==> src/hw/rtl/gcr_disk_read_write_logic_macros.svh <==
// Assertion macros shared by the GCR read/write logic.
`ifndef GCR_DISK_READ_WRITE_LOGIC_MACROS_SVH
`define GCR_DISK_READ_WRITE_LOGIC_MACROS_SVH

// Consequence must hold in the same cycle as the antecedent.
`define GCR_ASSERT_SAME(label, clk, rst, ante, cons, msg) \
   label: assert property (@(posedge clk) disable iff (rst) (ante) |-> (cons)) \
      else $error(msg);

// Consequence must hold in the cycle after the antecedent.
`define GCR_ASSERT_NEXT(label, clk, rst, ante, cons, msg) \
   label: assert property (@(posedge clk) disable iff (rst) (ante) |=> (cons)) \
      else $error(msg);

`endif

==> src/hw/rtl/gcr_pkg.sv <==
// Types and constants of the GCR read/write logic.
package gcr_pkg;

   localparam logic [9:0] SYNC_ALL_ONES = 10'h3FF;
   localparam logic [2:0] BYTE_LAST     = 3'd7;

   localparam logic [1:0] CELL_EVAL_A = 2'd0;
   localparam logic [1:0] CELL_EVAL_B = 2'd1;
   localparam logic [1:0] CELL_SHIFT  = 2'd2;
   localparam logic [1:0] CELL_LOAD   = 2'd3;

   localparam logic FUNC_CARRY = 1'b0;
   localparam logic FUNC_TICK  = 1'b1;

   typedef struct packed {
      logic       func;
      logic       read_mode;
      logic       write_mode;
      logic       disk_present;
      logic       barrier_blocked;
      logic       head_bit;
      logic [7:0] port_byte;
      logic       byte_sync_enable;
   } item_type;

   typedef struct packed {
      logic [3:0] bit_cell_count;
      logic [1:0] phase_count;
      logic [9:0] read_shift;
      logic [7:0] write_shift;
      logic [2:0] byte_count;
      logic       ready_level;
      logic       sync_level;
   } state_type;

   typedef struct packed {
      logic       byte_ready;
      logic       byte_ready_changed;
      logic       sync_n;
      logic [7:0] read_data;
      logic       write_strobe;
      logic       write_bit;
      logic       rotate_pulse;
   } result_type;

   localparam state_type STATE_RESET = '{
      bit_cell_count: 4'd0,
      phase_count:    2'd0,
      read_shift:     10'd0,
      write_shift:    8'd0,
      byte_count:     3'd0,
      ready_level:    1'b1,
      sync_level:     1'b1
   };

endpackage

==> src/hw/rtl/gcr_step.sv <==
// Next-state and result logic for one carry pulse or CPU tick.
module gcr_step import gcr_pkg::*; (
   input  state_type  state,
   input  item_type   item,
   output state_type  state_next,
   output result_type result
);

   logic [3:0] cell_next;
   logic [1:0] phase;
   logic [2:0] bytes;
   logic       sync;
   logic       strobe;
   logic       wbit;
   logic       rotate;

   always_comb begin
      state_next = state;
      cell_next  = state.bit_cell_count + 4'd1;
      phase      = state.phase_count + 2'd1;
      rotate     = 1'b0;
      strobe     = 1'b0;
      wbit       = 1'b0;
      sync       = state.sync_level;
      bytes      = state.byte_count;
      if (item.func == FUNC_TICK) begin
         state_next.ready_level = ~(item.byte_sync_enable & ~state.bit_cell_count[1]
                                    & (state.byte_count == BYTE_LAST));
      end else begin
         if (phase == 2'd0) begin
            if (item.read_mode && item.disk_present && item.head_bit) begin
               cell_next = 4'd0;
            end
            rotate = item.disk_present;
         end
         sync  = (state.read_shift != SYNC_ALL_ONES) | item.write_mode;
         bytes = sync ? state.byte_count : 3'd0;
         state_next.bit_cell_count = cell_next;
         state_next.phase_count    = phase;
         state_next.sync_level     = sync;
         state_next.byte_count     = bytes;
         unique case (cell_next[1:0])
            CELL_EVAL_A, CELL_EVAL_B: begin
               state_next.ready_level = ~(item.byte_sync_enable & ~cell_next[1]
                                          & (bytes == BYTE_LAST));
            end
            CELL_SHIFT: begin
               state_next.ready_level = 1'b1;
               state_next.byte_count  = sync ? bytes + 3'd1 : 3'd0;
               if (item.write_mode && item.disk_present && !item.barrier_blocked) begin
                  strobe = 1'b1;
                  wbit   = state.write_shift[7];
               end
               state_next.write_shift = {state.write_shift[6:0], 1'b0};
               state_next.read_shift  = {state.read_shift[8:0], (cell_next[3:2] == 2'd0)};
            end
            CELL_LOAD: begin
               if (bytes == BYTE_LAST) begin
                  state_next.write_shift = item.port_byte;
               end
            end
         endcase
      end
   end

   assign result.byte_ready         = state_next.ready_level;
   assign result.byte_ready_changed = state_next.ready_level ^ state.ready_level;
   assign result.sync_n             = state_next.sync_level;
   assign result.read_data          = state_next.read_shift[7:0];
   assign result.write_strobe       = strobe;
   assign result.write_bit          = wbit;
   assign result.rotate_pulse       = rotate;

endmodule

==> src/hw/rtl/gcr_rsp_reg.sv <==
// Result register holding one word until the consumer takes it.
module gcr_rsp_reg import gcr_pkg::*; (
   input  logic       clock,
   input  logic       reset,
   input  logic       load,
   input  result_type data_in,
   input  logic       rsp_stall,
   output logic       rsp_valid,
   output result_type data_out
);

   logic       valid_ff;
   logic       valid_in;
   result_type data_ff;

   assign valid_in = load | (valid_ff & rsp_stall);

   always_ff @(posedge clock) begin
      if (reset) begin
         valid_ff <= 1'b0;
      end else begin
         valid_ff <= valid_in;
      end
   end

   always_ff @(posedge clock) begin
      if (load) begin
         data_ff <= data_in;
      end
   end

   assign rsp_valid = valid_ff;
   assign data_out  = data_ff;

endmodule

==> src/hw/rtl/gcr_disk_read_write_logic.sv <==
// Top level of the GCR floppy read/write logic: state registers and result register.
//
//  channel | direction | ports                          | accepted when
//  req     | in        | req_valid, req_stall, req_*    | req_valid and not req_stall
//  rsp     | out       | rsp_valid, rsp_stall, rsp_*    | rsp_valid and not rsp_stall
//
// Each word takes a single pass of counter and shift logic between the state registers
// and the result register, so one word is accepted per clock while req_stall is low.
// A result appears on the rsp side the cycle after its word is accepted.
// Reset is synchronous; it clears the state to its idle values and empties the result.
// req_stall is raised only while a result is waiting and rsp_stall is high.
`include "gcr_disk_read_write_logic_macros.svh"

module gcr_disk_read_write_logic import gcr_pkg::*; (
   input  logic       clock,
   input  logic       reset,
   input  logic       req_valid,
   output logic       req_stall,
   input  logic       req_func,
   input  logic       req_read_mode,
   input  logic       req_write_mode,
   input  logic       req_disk_present,
   input  logic       req_barrier_blocked,
   input  logic       req_head_bit,
   input  logic [7:0] req_port_byte,
   input  logic       req_byte_sync_enable,
   output logic       rsp_valid,
   input  logic       rsp_stall,
   output logic       rsp_byte_ready,
   output logic       rsp_byte_ready_changed,
   output logic       rsp_sync_n,
   output logic [7:0] rsp_read_data,
   output logic       rsp_write_strobe,
   output logic       rsp_write_bit,
   output logic       rsp_rotate_pulse
);

   state_type  state_ff;
   state_type  state_in;
   item_type   item;
   result_type result;
   result_type rsp_data;
   logic       accept;

   assign item = '{
      func:             req_func,
      read_mode:        req_read_mode,
      write_mode:       req_write_mode,
      disk_present:     req_disk_present,
      barrier_blocked:  req_barrier_blocked,
      head_bit:         req_head_bit,
      port_byte:        req_port_byte,
      byte_sync_enable: req_byte_sync_enable
   };

   assign req_stall = rsp_valid & rsp_stall;
   assign accept    = req_valid & ~req_stall;

   gcr_step u_step (
      .state      (state_ff),
      .item       (item),
      .state_next (state_in),
      .result     (result)
   );

   always_ff @(posedge clock) begin
      if (reset) begin
         state_ff <= STATE_RESET;
      end else if (accept) begin
         state_ff <= state_in;
      end
   end

   gcr_rsp_reg u_rsp_reg (
      .clock     (clock),
      .reset     (reset),
      .load      (accept),
      .data_in   (result),
      .rsp_stall (rsp_stall),
      .rsp_valid (rsp_valid),
      .data_out  (rsp_data)
   );

   assign rsp_byte_ready         = rsp_data.byte_ready;
   assign rsp_byte_ready_changed = rsp_data.byte_ready_changed;
   assign rsp_sync_n             = rsp_data.sync_n;
   assign rsp_read_data          = rsp_data.read_data;
   assign rsp_write_strobe       = rsp_data.write_strobe;
   assign rsp_write_bit          = rsp_data.write_bit;
   assign rsp_rotate_pulse       = rsp_data.rotate_pulse;

   `GCR_ASSERT_SAME(a_wbit_needs_strobe, clock, reset, rsp_valid && rsp_write_bit, rsp_write_strobe, "write bit set without a write strobe")
   `GCR_ASSERT_NEXT(a_accept_gives_result, clock, reset, accept, rsp_valid, "accepted word produced no result")
   `GCR_ASSERT_NEXT(a_tick_keeps_counters, clock, reset, accept && req_func == FUNC_TICK, $stable(state_ff.bit_cell_count) && $stable(state_ff.read_shift), "CPU tick changed the counters or the read register")
   `GCR_ASSERT_NEXT(a_carry_steps_phase, clock, reset, accept && req_func == FUNC_CARRY, state_ff.phase_count == 2'($past(state_ff.phase_count) + 2'd1), "carry pulse did not advance the phase counter")

endmodule
==> config.mk <==
export PLATFORM = sky130hd
export DESIGN_NAME = gcr_disk_read_write_logic
export DESIGN_NICKNAME = d
export VERILOG_FILES = /design/src/hw/rtl/gcr_pkg.sv /design/src/hw/rtl/gcr_step.sv /design/src/hw/rtl/gcr_rsp_reg.sv /design/src/hw/rtl/gcr_disk_read_write_logic.sv
export VERILOG_INCLUDE_DIRS = /design/src /design/src/hw/rtl
export SDC_FILE = /design/constraint.sdc
export NUM_CORES = 1
export LEC_CHECK = 0
export ABC_CLOCK_PERIOD_IN_PS = 3100
export BUFFER_PORTS_ARGS = -buffer_cell sky130_fd_sc_hd__buf_2
export CAP_MARGIN = 20
export CORE_MARGIN = 2
export CORE_UTILIZATION = 41
export DETAILED_ROUTE_END_ITERATION = 6
export SKIP_CTS_REPAIR_TIMING = 1
export SLEW_MARGIN = 30
export SYNTH_ARGS = -nofsm -noshare
export SYNTH_HDL_FRONTEND = slang
export SYNTH_HIERARCHICAL = 1
export SYNTH_SLANG_ARGS = --single-unit
export TNS_END_PERCENT = 100
==> constraint.sdc <==
create_clock -name clock -period 3.1 [get_ports clock]
set_input_delay 0.62 -clock clock [delete_from_list [all_inputs] [get_ports clock]]
set_output_delay 0.62 -clock clock [all_outputs]
set_load 0.05 [all_outputs]
==> results.ini, run 1 <==
[finish]
multi_input_area_sq_mm=0.00139
area_delta_synth_final_pct=6.68
nets=303
fillerInstances=603
final_area_sq_mm=0.00282
instances_no_fill=357
n_antenna_cell=0
regArea_sq_mm=0.00102
drive_above_1_share_pct=20.0

[min_path]
hp-class=reg -> reg

[floorplanning]
num_rows=29
io_pins=35
start_util_pct=42.1
die_area_sq_mm=0.00710
die_h_microns=84.2
die_w_microns=84.2
core_area_sq_mm=0.00628

[detailed_routing]
num_vias=1887
drc=0
via_per_inst=5.29
wl_microns=4910
dr.pass1.iters=4
antenna_left=0
avgRoutedWirePerCell_microns=13.8
drt_iter0_drc=113

[critical_path]
cp-start-kind=input port
cp_data_required_time_ns=3.32
worstSetupPathType=in -> reg
cp.arrival_ns=2.79
r2r_slack_ns=0.61
cp-end-kind=flop
cp_max_fo=10

[pwr]
peakVddDrop_mv=0.185
leakage_nw=1.08
power_density_mw_per_mm2=404

[global_routing]
grt_overflow=0
grtUsageTotal_pct=14.4
grt_pass1_wl_microns=8310
grt_pass1_vias=1802
grt_max_degree=60
antenna_found_initial=0

[synth]
yosys_most_used_dff=dfxtp_1
avgSynthCellArea_sq_um=10.1
synth_area_leader_cell=dfxtp_1
synth-edff-count=14
synthArstFlopShare_pct=0
synth_area_leaders=dfxtp_1 (23%), edfxtp_1 (16%), nand2b_1 (13%), mux2i_1 (11%), buf_4 (3.7%)
synth_cell_types=44
ys_ff_latch=44
synthCells=262
seq_area_frac_synth_pct=38.7
yosys.area.top_type_share_pct=22.7
synthesis.area_sq_mm=0.00264
syn-num-nets=286
yosysWarnings=6

[timing]
fmax_ghz=0.388
drv_slew=0
worst_slew_pin_slew_ns=0.742
setup_viol=0
period_share_pct=83.2
finalCriticalPeriod_ns=2.58
hold_viol=0
finalClockSkew_ns=0.00309
relSlewSlack_pct=50.5
rsz0062_at_grt=false
fin_tns_setup_ns=0

[placed_design]
dpl_cell_area_sq_mm=0.00272
placedCellCount=349
place_hpwl_microns=3310
place.port_buffers=34
place_congestion=0.766

[flow_run]
cap_violations=0

[clock_network]
numCtsBuffers=5
ctsLongestPathBuffers=2
h-tree-depth=2
cts.sink_count=44
cts_tree=built
root_buffer=clkbuf_8
path_clk_slew_ns=0.08
insertion_delay_ns=0.29

[outcome]
status=finished, final reports clean

## per-layer routing
layer  vias to the layer above  wire (microns)  track usage, %
met5                         -               0               0
met4                         0              35            4.40
met3                         2             213            3.34
met2                        44            2260            23.8
met1                       879            2410            18.8
li1                        962               -               -
## state kept, by name (all words and copies together), names as in the netlist
signal and flops:
u_rsp_reg/data_out 14, u_rsp_reg/rsp_valid 1, state_ff 29
## logic make-up after synthesis
group	count (synthesis)	share of synthesized area [%]
and+or+nand+nor	102	22.8
DFF	44	38.7
muxes	40	15.6
AOI/OAI and AO/OA	39	10.8
buffers and inverters	29	8.72
adders and majority gates	5	2.37
xor gates and xnor gates	3	0.995
## path summary, 6_finish.rpt
check,from,endpoint,depth (start not counted)
worst max-delay path,req_write_mode,state_ff[6],10
worst min-delay path,state_ff[22],state_ff[22],2
worst max register to register,state_ff[19],state_ff[6],9
worst min register to register,state_ff[22],state_ff[22],2
## cell usage after synthesis (all sizes together) (2+ instances only)
library cell / n
nand2b: 55
buf: 22
nand2: 10
edfxtp: 14
nand4: 4
a21oi: 2
nor2: 12
nor2b: 6
ha: 5
xnor2: 2
o2bb2ai: 6
mux2i: 30
a22oi: 2
clkbuf: 6
nor3: 5
a211oi: 2
a32oi: 5
a31oi: 7
and2: 3
mux2: 10
dfxtp: 30
o21ai: 9
## power breakdown
group / leakage, nW / internal, W / switching (W)
logic: 0.657 / 0.0000533 / 0.0000926
clock network: 0.0445 / 0.000181 / 0.000199
registers: 0.377 / 0.000605 / 0.00000620
## cells in the final DEF, fill, tap and decap left out, types with 2 or more instances in the layout
cell	synthesis	final
nand4_1	4	4
buf_4	13	3
nand2b_1	55	55
xnor2_1	2	2
a22oi_1	2	2
a211oi_1	2	2
buf_2	1	34
ha_1	5	5
dfxtp_1	30	30
mux2_2	6	6
mux2_1	4	4
clkbuf_8	0	6
o2bb2ai_1	6	6
and2_1	2	2
a31oi_1	7	7
o21ai_0	6	6
nor3_1	4	4
a32oi_1	5	5
mux2i_1	30	30
nand2_1	10	10
edfxtp_1	14	14
nor2b_1	6	6
nor2_1	12	12
o21ai_1	3	3
a21oi_1	2	2
## worst max-delay path: stages
cell,delay [ns]
buf_2,0.10
nand4b_1,0.19
nor3_1,0.46
nor2b_1,0.11
ha_1,0.24
ha_1,0.33
o21ai_1,0.36
o2bb2ai_1,0.16
nand2b_1,0.07
mux2i_1,0.16
## area by class of cell
type                            count  area share, %
Tap cell                           77           3.42
Timing Repair Buffer               38           7.55
Sequential cell                    44           36.3
Clock buffer                        7           3.07
Clock inverter                      1          0.267
Inverter                            1          0.133
Multi-Input combinational cell    189           49.3
## per-stage QoR
stage	hold WS, ns	power, W	util, %	setup slack, ns
finish	0.488	0.00114	44.9	0.522
detailed placement	0.479	0.000772	43.4	0.255
CTS	0.492	0.00116	44.9	0.526
floorplan	0.457	0.000741	-	0.609
global route	0.528	0.00119	44.9	0.286
global placement	0.478	0.000771	43.4	0.327
(Power assumes the default switching activity.)
==> run 2: changes to the inputs <==
--- a/config.mk
+++ b/config.mk
@@ -6,7 +6,7 @@
 export SDC_FILE = /design/constraint.sdc
 export NUM_CORES = 1
 export LEC_CHECK = 0
-export ABC_CLOCK_PERIOD_IN_PS = 3100
+export ABC_CLOCK_PERIOD_IN_PS = 2700
 export BUFFER_PORTS_ARGS = -buffer_cell sky130_fd_sc_hd__buf_2
 export CAP_MARGIN = 20
 export CORE_MARGIN = 2
==> constraint.sdc (replaced) <==
create_clock -name clock -period 2.7 [get_ports clock]
set_input_delay 0.54 -clock clock [delete_from_list [all_inputs] [get_ports clock]]
set_output_delay 0.54 -clock clock [all_outputs]
set_load 0.05 [all_outputs]
==> results.ini, run 2 (synthesis gave the netlist of run 1 again) <==
[global_routing]
grt_pass1_wl_microns=8220  ; -1.2%
grt_pass1_vias=1776  ; -1.4%
grt_overflow=0  ; unchanged
grtUsageTotal_pct=14.2  ; -0.25 points
grt_max_degree=60  ; unchanged
antenna_found_initial=0  ; unchanged

[clock_network]
h-tree-depth=2  ; unchanged
cts.sink_count=44  ; unchanged
insertion_delay_ns=0.29  ; about the same
ctsLongestPathBuffers=2  ; unchanged
numCtsBuffers=5  ; unchanged
path_clk_slew_ns=0.08  ; about the same
cts_tree=built
root_buffer=clkbuf_8

[detailed_routing]
avgRoutedWirePerCell_microns=13.5  ; -2.0%
num_vias=1852  ; -1.9%
dr.pass1.iters=4  ; unchanged
drc=0  ; unchanged
antenna_left=0  ; unchanged
via_per_inst=5.19  ; -1.9%
wl_microns=4820  ; -2.0%
drt_iter0_drc=119  ; +5.3%

[critical_path]
path_cells=nand4_1 > nor3_1 > nor2b_1 > ha_1 > ha_1 > o21ai_1 > o2bb2ai_1 > nand2b_1 > mux2i_1
cp_data_required_time_ns=2.93  ; -0.39 ns
cp-end-kind=flop
cp.arrival_ns=2.55  ; -0.24 ns
crit_buf_inv=0  ; -1
cp_max_fo=10  ; unchanged
critPathMostFrequentCell=ha_1
path_delay_family=simple AND/OR/NAND/NOR gates
crit_slowest_cell=o21ai_1
cp-start-kind=flop
worstSetupPathType=reg -> reg
max_stage_delay_ns=0.40  ; -0.06 ns

[placed_design]
dpl_cell_area_sq_mm=0.00272  ; unchanged
place.port_buffers=34  ; unchanged
place_congestion=0.756  ; -1.2%
pre_cts_ws_ns=0.0847  ; -0.171 ns
place_hpwl_microns=3110  ; -6.2%

[timing]
finalClockSkew_ns=0.00449  ; +0.00141 ns
drv_slew=0  ; unchanged
fin_tns_setup_ns=0  ; unchanged
setup_viol=0  ; unchanged
period_share_pct=86.0
worst_slew_pin_slew_ns=0.746  ; +0.00351 ns
fmax_ghz=0.431
relSlewSlack_pct=50.3  ; -0.23 points
hold_viol=0  ; unchanged
finalCriticalPeriod_ns=2.32
rsz0062_at_grt=false
worst_slack_ns=0.378  ; -0.144 ns

[finish]
final_cell_mix=nand2b_1 (55), buf_2 (34), mux2i_1 (30), dfxtp_1 (30), edfxtp_1 (14)
top_register=state_ff
final_area_sq_mm=0.00282  ; unchanged
n_antenna_cell=0  ; unchanged
largest_reg_flops=29  ; unchanged
final_common_cell=nand2b_1
nets=303  ; unchanged
area_delta_synth_final_pct=6.68  ; unchanged
drive_above_1_share_pct=20.0  ; unchanged

[pwr]
peakVddDrop_mv=0.260  ; +40%
leakage_nw=1.08  ; about the same
power_density_mw_per_mm2=463  ; +15%
p_total_w=0.00130  ; +15%

[floorplanning]
die_h_microns=84.2  ; unchanged
die_w_microns=84.2  ; unchanged
core_area_sq_mm=0.00628  ; unchanged
io_pins=35  ; unchanged
num_rows=29  ; unchanged
die_area_sq_mm=0.00710  ; unchanged
start_util_pct=42.1  ; unchanged

[min_path]
hp-class=reg -> reg

[outcome]
status=finished, final reports clean

[flow_run]
cap_violations=0  ; unchanged

run 2: cell counts in the layout (fill, tap and decap cells not counted):
No cell type changed its count.
run 2: worst paths after layout:
kind             endpoint          from  cells past startpoint  slack [ns]
max reg2reg   state_ff[7]  state_ff[18]                      9        0.38
max           state_ff[7]  state_ff[18]                      9        0.38
min reg2reg  state_ff[24]  state_ff[24]                      2        0.50
min          state_ff[24]  state_ff[24]                      2        0.50
run 2: final cells by class:
| class | count | area, sq um |
|---|---|---|
| inverters | 1 | 3.75 |
| repair buffers | 38 | 213 |
| multi-input cells | 189 | 1390 |
| clock buffers | 7 | 86.3 |
| well taps | 77 | 96.3 |
| fillers | 624 | 3460 |
| flip-flops and latches | 44 | 1020 |
| clock inverters | 1 | 7.51 |
run 2: metal layers:
layer	track usage, %	vias to the layer above	wire length, microns
met3	3.44	11	216
met1	19.3	849	2440
met5	0	-	0
li1	-	953	-
met2	21.8	39	2070
met4	5.28	0	89
run 2: tightest hold or removal path: cells and delay by family (launching register included):
family	cells	cell delay, ns
DFF	1	0.33
and+or+nand+nor	1	0.07
muxes	1	0.06
run 2: where the power goes:
group	internal [W]	leakage, nW	switching, W
clock network	0.000208	0.0445	0.000227
registers	0.000694	0.377	0.00000697
logic	0.0000609	0.657	0.000107
run 2: stage by stage:
step / util, % / std cells / hold slack [ns]
after floorplan: - / 262 / 0.457
after global placement: 43.4 / 349 / 0.471
after detailed placement: 43.4 / 349 / 0.485
after CTS: 44.9 / 357 / 0.497
after global routing: 44.9 / 357 / 0.517
final: 44.9 / 357 / 0.498
